## src/hdl/sei_pkg.sv

```systemverilog
// Shared types, constants and table functions for the storm energy-intensity core.
package sei_pkg;

    localparam int SEI_STAGES = 16;
    localparam int LOG_W = 40;
    localparam int FRAC_SH = 32 - SEI_STAGES;

    localparam logic [25:0] K_0086 = 26'd36936719;
    localparam logic [31:0] K_2119 = 32'd2275258925;
    localparam logic [23:0] EI_MAX = 24'hFFFFFF;
    localparam logic [31:0] ONE_Q30 = 32'h4000_0000;

    localparam logic [15:0] COEF_RESET [8] = '{
        16'd3848, 16'd37880, 16'd3323, 16'd49074,
        16'd4582, 16'd27093, 16'd5507, 16'd18422
    };

    typedef enum logic [1:0] {
        ST_OK        = 2'd0,
        ST_BAD_CLASS = 2'd1,
        ST_ZERO_DUR  = 2'd2,
        ST_SAT       = 2'd3
    } status_t;

    // Sideband that rides along with an item through the datapath.
    typedef struct packed {
        logic                    spec;
        status_t                 st;
        logic [15:0]             b;
        logic signed [LOG_W-1:0] ld;
        logic signed [LOG_W-1:0] lp;
        logic signed [LOG_W-1:0] la;
    } side_t;

    // Log chain word: index 0 is duration, 1 is rainfall, 2 is coefficient A.
    typedef struct packed {
        logic [2:0][30:0] y;
        logic [2:0][31:0] acc;
        logic [2:0][4:0]  ip;
        side_t            side;
    } log_t;

    typedef struct packed {
        logic [31:0] r;
        logic [31:0] f;
        logic [7:0]  k;
        side_t       side;
    } exp_t;

    function automatic logic [3:0] lead_one(input logic [15:0] x);
        logic [3:0] m;
        m = 4'd0;
        for (int i = 0; i < 16; i++) begin
            if (x[i]) begin
                m = 4'(i);
            end
        end
        return m;
    endfunction

    function automatic logic [63:0] isqrt64(input logic [63:0] n_in);
        logic [63:0] n;
        logic [63:0] r;
        logic [63:0] b;
        n = n_in;
        r = '0;
        b = 64'd1 << 62;
        for (int i = 0; i < 32; i++) begin
            if (n >= r + b) begin
                n = n - (r + b);
                r = (r >> 1) + b;
            end else begin
                r = r >> 1;
            end
            b = b >> 2;
        end
        return r;
    endfunction

    // Entry i holds 2^(2^-i) in unsigned Q2.30.
    function automatic logic [31:0] exp_tab(input int i);
        logic [63:0] t;
        t = 64'd1 << 31;
        for (int j = 1; j <= i; j++) begin
            t = isqrt64(t << 30);
        end
        return t[31:0];
    endfunction

endpackage

```

## src/hdl/sei_exp_cell.sv

```systemverilog
// One exp2 cell: multiplies by its table root when the leading fraction bit is set.
module sei_exp_cell (
    input  logic           clk,
    input  logic           rst_n,
    input  logic [31:0]    tab,
    input  logic           in_valid,
    output logic           in_ready,
    input  sei_pkg::exp_t  in_data,
    output logic           out_valid,
    input  logic           out_ready,
    output sei_pkg::exp_t  out_data
);

    logic          valid_reg;
    sei_pkg::exp_t data_reg;
    sei_pkg::exp_t data_next;

    assign in_ready  = !valid_reg || out_ready;
    assign out_valid = valid_reg;
    assign out_data  = data_reg;

    always_comb
    begin
        logic [63:0] prod;
        prod = 64'(in_data.r) * 64'(tab);
        data_next   = in_data;
        data_next.f = {in_data.f[30:0], 1'b0};
        if (in_data.f[31]) begin
            data_next.r = prod[61:30];
        end
    end

    always_ff @(posedge clk or negedge rst_n)
    begin
        if (!rst_n) begin
            valid_reg <= 1'b0;
        end else if (in_ready) begin
            valid_reg <= in_valid;
        end
    end

    always_ff @(posedge clk)
    begin
        if (in_ready) begin
            data_reg <= data_next;
        end
    end

endmodule

```

## config.mk

```make
export PLATFORM = sky130hd
export DESIGN_NAME = sei_exp_cell
export DESIGN_NICKNAME = d
export VERILOG_FILES = /design/src/hdl/sei_pkg.sv /design/src/hdl/sei_exp_cell.sv
export SDC_FILE = /design/constraint.sdc
export NUM_CORES = 2
export LEC_CHECK = 0
export ABC_CLOCK_PERIOD_IN_PS = 18450
export BUFFER_PORTS_ARGS = -buffer_cell sky130_fd_sc_hd__buf_2
export CAP_MARGIN = 20
export CORE_MARGIN = 2
export CORE_UTILIZATION = 43
export CTS_BUF_LIST = sky130_fd_sc_hd__clkbuf_8
export CTS_CLUSTER_SIZE = 12
export DETAILED_ROUTE_END_ITERATION = 16
export PLACE_DENSITY = 0.62
export SETUP_SLACK_MARGIN = 0.2
export SYNTH_ARGS = -nofsm -noshare
export SYNTH_HDL_FRONTEND = slang
export SYNTH_SLANG_ARGS = --single-unit
```

## constraint.sdc

```tcl
create_clock -name clk -period 18.45 [get_ports clk]
set_input_delay 3.69 -clock clk [delete_from_list [all_inputs] [get_ports clk]]
set_output_delay 3.69 -clock clk [all_outputs]
set_load 0.01 [all_outputs]
```

==> results.md <==
- Run status: finished clean
- Vias in the first global route: 30420
- IO buf count: 458
- Final min period: 11.68 ns
- #FFs+latches synth: 211
- Post-cts resize count: 0
- Final setup viols: 0
- Main synth FF type: edfxtp_1
- Synth Instances: 3788
- Die Area: 92990 um2
- Post-synth EDFFs: 210
- 1st-iter DRT viols: 1938
- Root Buffer: clkbuf_8
- Skew final: 0.03053 ns
- Max-cap violations: 0
- # hold bufs at CTS: 0
- Filler cell count: 8460
- Worst skew pair latency: 0.63 ns
- Crit Path Class: in -> reg
- Max Freq: 85.62 MHz
- Multi-input logic area: 28630 um2
- Async SR Flop Fraction: 0.4739%
- Cell taking the most area after synthesis: fa_1
- Largest cells by area after synthesis: fa_1 (46%), edfxtp_1 (16%), and2_1 (9.4%)
- Syn avg cell area: 10.28 um2
- Die Ht: 304.9 um
- Min-delay worst type: reg -> reg
- HPWL Detailed: 88.51 mm
- Seq/Total Area, Yosys: 16.26%
- Synth top area share: 45.96%
- Share of layout cells above drive strength 1: 13.79%
- Arr. time, crit path: 12.05 ns
- Measured slew at the worst slew-check pin: 1.061 ns
- Row count: 110
- FF+latch area: 6331 um2
- Max FO, Critical Path: 33
- Buffer depth of the longest clock path: 3
- Tcrit/Tclk final: 63.31%
- Pin count of the biggest net entering global routing: 167
- Pre-Repair DR Iteration Count: 7
- Area of the mapped netlist: 38940 um2
- Post CTS Setup Buffer Count: 0
- Setup_tns: 0 ns
- Die Span X: 304.9 um
- NumNets Final: 5495
- Sink Count: 211
- Final Max Slew Viols: 0
- Initial Utilization: 43.33%
- Area of the core: 89870 um2
- All-Layer GR Usage: 26.69%
- Avg Vias per Cell: 5.180
- Syn Nets: 5174
- Reg2reg setup slack: 16.24 ns
- Commonest cells in the netlist: fa_1 (894), inv_1 (852), and2_1 (583), nand2_1 (476), ha_1 (245)
- RSZ-0062 raised after global routing: no
- Num CTS Buffers: 31
- Grt total ovfl: 0
- Wirelength per Cell: 22.76 um
- Worst setup SP type: primary input
- H-tree depth: 1
- Synth cell types: 61
- Yosys synthesis warning count: 0
- Cell with the most instances after synthesis: fa_1
- Ports: 460
- Via count: 27500
- Slew HR: 29.26%
- Layout area overhead: 9.989%
- DRT antenna net count: 0
- DR DRC count: 0
- Final RePlAce weighted congestion: 0.9016
- Global-route wire length before repair: 186.5 mm
- Worst Path Required: 18.82 ns
- WL final: 120.8 mm
- Final hold vios: 0
- CTS tree: built
- Reg clk slew, reported paths: 0.09 ns
- Initial antenna violation count: 13
- Critical Path End Type: flop
==> worst max-delay path, cell delays in order <==
cell and delay (ns):
buf_2 0.76, nand2_1 0.19, fa_1 0.58, inv_1 0.05
fa_1 0.49, inv_1 0.05, fa_1 0.53, inv_1 0.05
fa_1 0.48, fa_1 0.53, fa_1 0.43, fa_1 0.51
fa_1 0.41, ha_1 0.46, nand4_1 0.22, or2_0 0.41
a2111oi_0 0.43, buf_1 0.24, o21ai_1 0.12, o211a_1 0.28
o21ai_1 0.43, a311oi_2 0.22, xnor2_1 0.18, mux2_2 0.27
==> per-layer routing <==
layer / vias up / GRT usage, % / wire length (um)
met5: - / 0 / 27
met4: 4 / 6.816 / 3507
met3: 216 / 4.144 / 8224
met2: 994 / 46.20 / 60320
met1: 14490 / 35.02 / 48760
li1: 11800 / - / -
==> metrics by stage <==
step / std cells / hold WS [ns] / utilization (%) / area [um2] / setup WS (ns)
final: 5309 / 1.119 / 47.66 / 42830 / 6.770
after global routing: 5307 / 1.191 / 47.65 / 42830 / 6.580
after CTS: 5303 / 1.146 / 47.64 / 42820 / 6.826
after detailed placement: 5252 / 1.124 / 46.98 / 42220 / 6.164
after global placement: 5251 / 1.115 / 46.97 / 42220 / 5.677
after floorplan: 3788 / 3.394 / - / 38940 / 5.947
==> registers in the layout, indices dropped and copies added (netlist names) <==
register and cells:
out_data 210, out_valid 1
==> final cells by class <==
type / count / area share (%)
repair buffers: 496 / 6.038
well taps: 1176 / 3.435
multi-input cells: 2516 / 66.84
flip-flops and latches: 211 / 14.78
clock inverters: 20 / 0.4002
diodes: 6 / 0.03505
inverters: 853 / 7.475
clock buffers: 31 / 0.9961
==> cell usage in the layout, fill, tap and decap left out, types with 4 or more instances in the layout <==
cell	instances
a21o_1	34
a21oi_1	58
a31oi_1	4
and2_1	583
and3_1	5
buf_2	458
buf_4	36
clkbuf_8	31
diode_2	6
edfxtp_1	210
fa_1	894
ha_1	245
inv_1	864
mux2_2	23
nand2_1	476
nand2b_1	4
nand3_1	7
nand4_1	18
nor2_1	24
nor3_1	4
o211ai_1	9
o21a_1	4
o21ai_0	20
o21ai_1	6
o21bai_1	8
or3_1	4
xnor2_1	29
xor2_1	6
==> path summary, 6_finish.rpt <==
kind,startpoint,endpoint,depth (start not counted)
min in group asynchronous,rst_n,out_valid,1
worst min register to register,out_valid,out_data[156],1
max in group asynchronous,rst_n,out_valid,1
worst max-delay path,in_data[186],out_data[209],24
worst max register to register,out_valid,out_data[17],2
worst min-delay path,out_valid,out_data[156],1
==> logic make-up (layout without fill, tap and decap cells) <==
kind of cell    after synthesis  in the layout  share of synthesized area [%]
compound gates              180            180                          3.117
simple gates               1138           1138                          15.09
xor+xnor                     35             35                         0.7871
buf+inv                    1061           1400                          10.25
fa+ha+maj                  1139           1139                          53.83
flops                       211            211                          16.26
other cells                   1              7                       0.009629
mux                          23             23                         0.6651
Power is not shown: default switching activity piles up to over one toggle a cycle in this logic, so the estimate is an artifact.
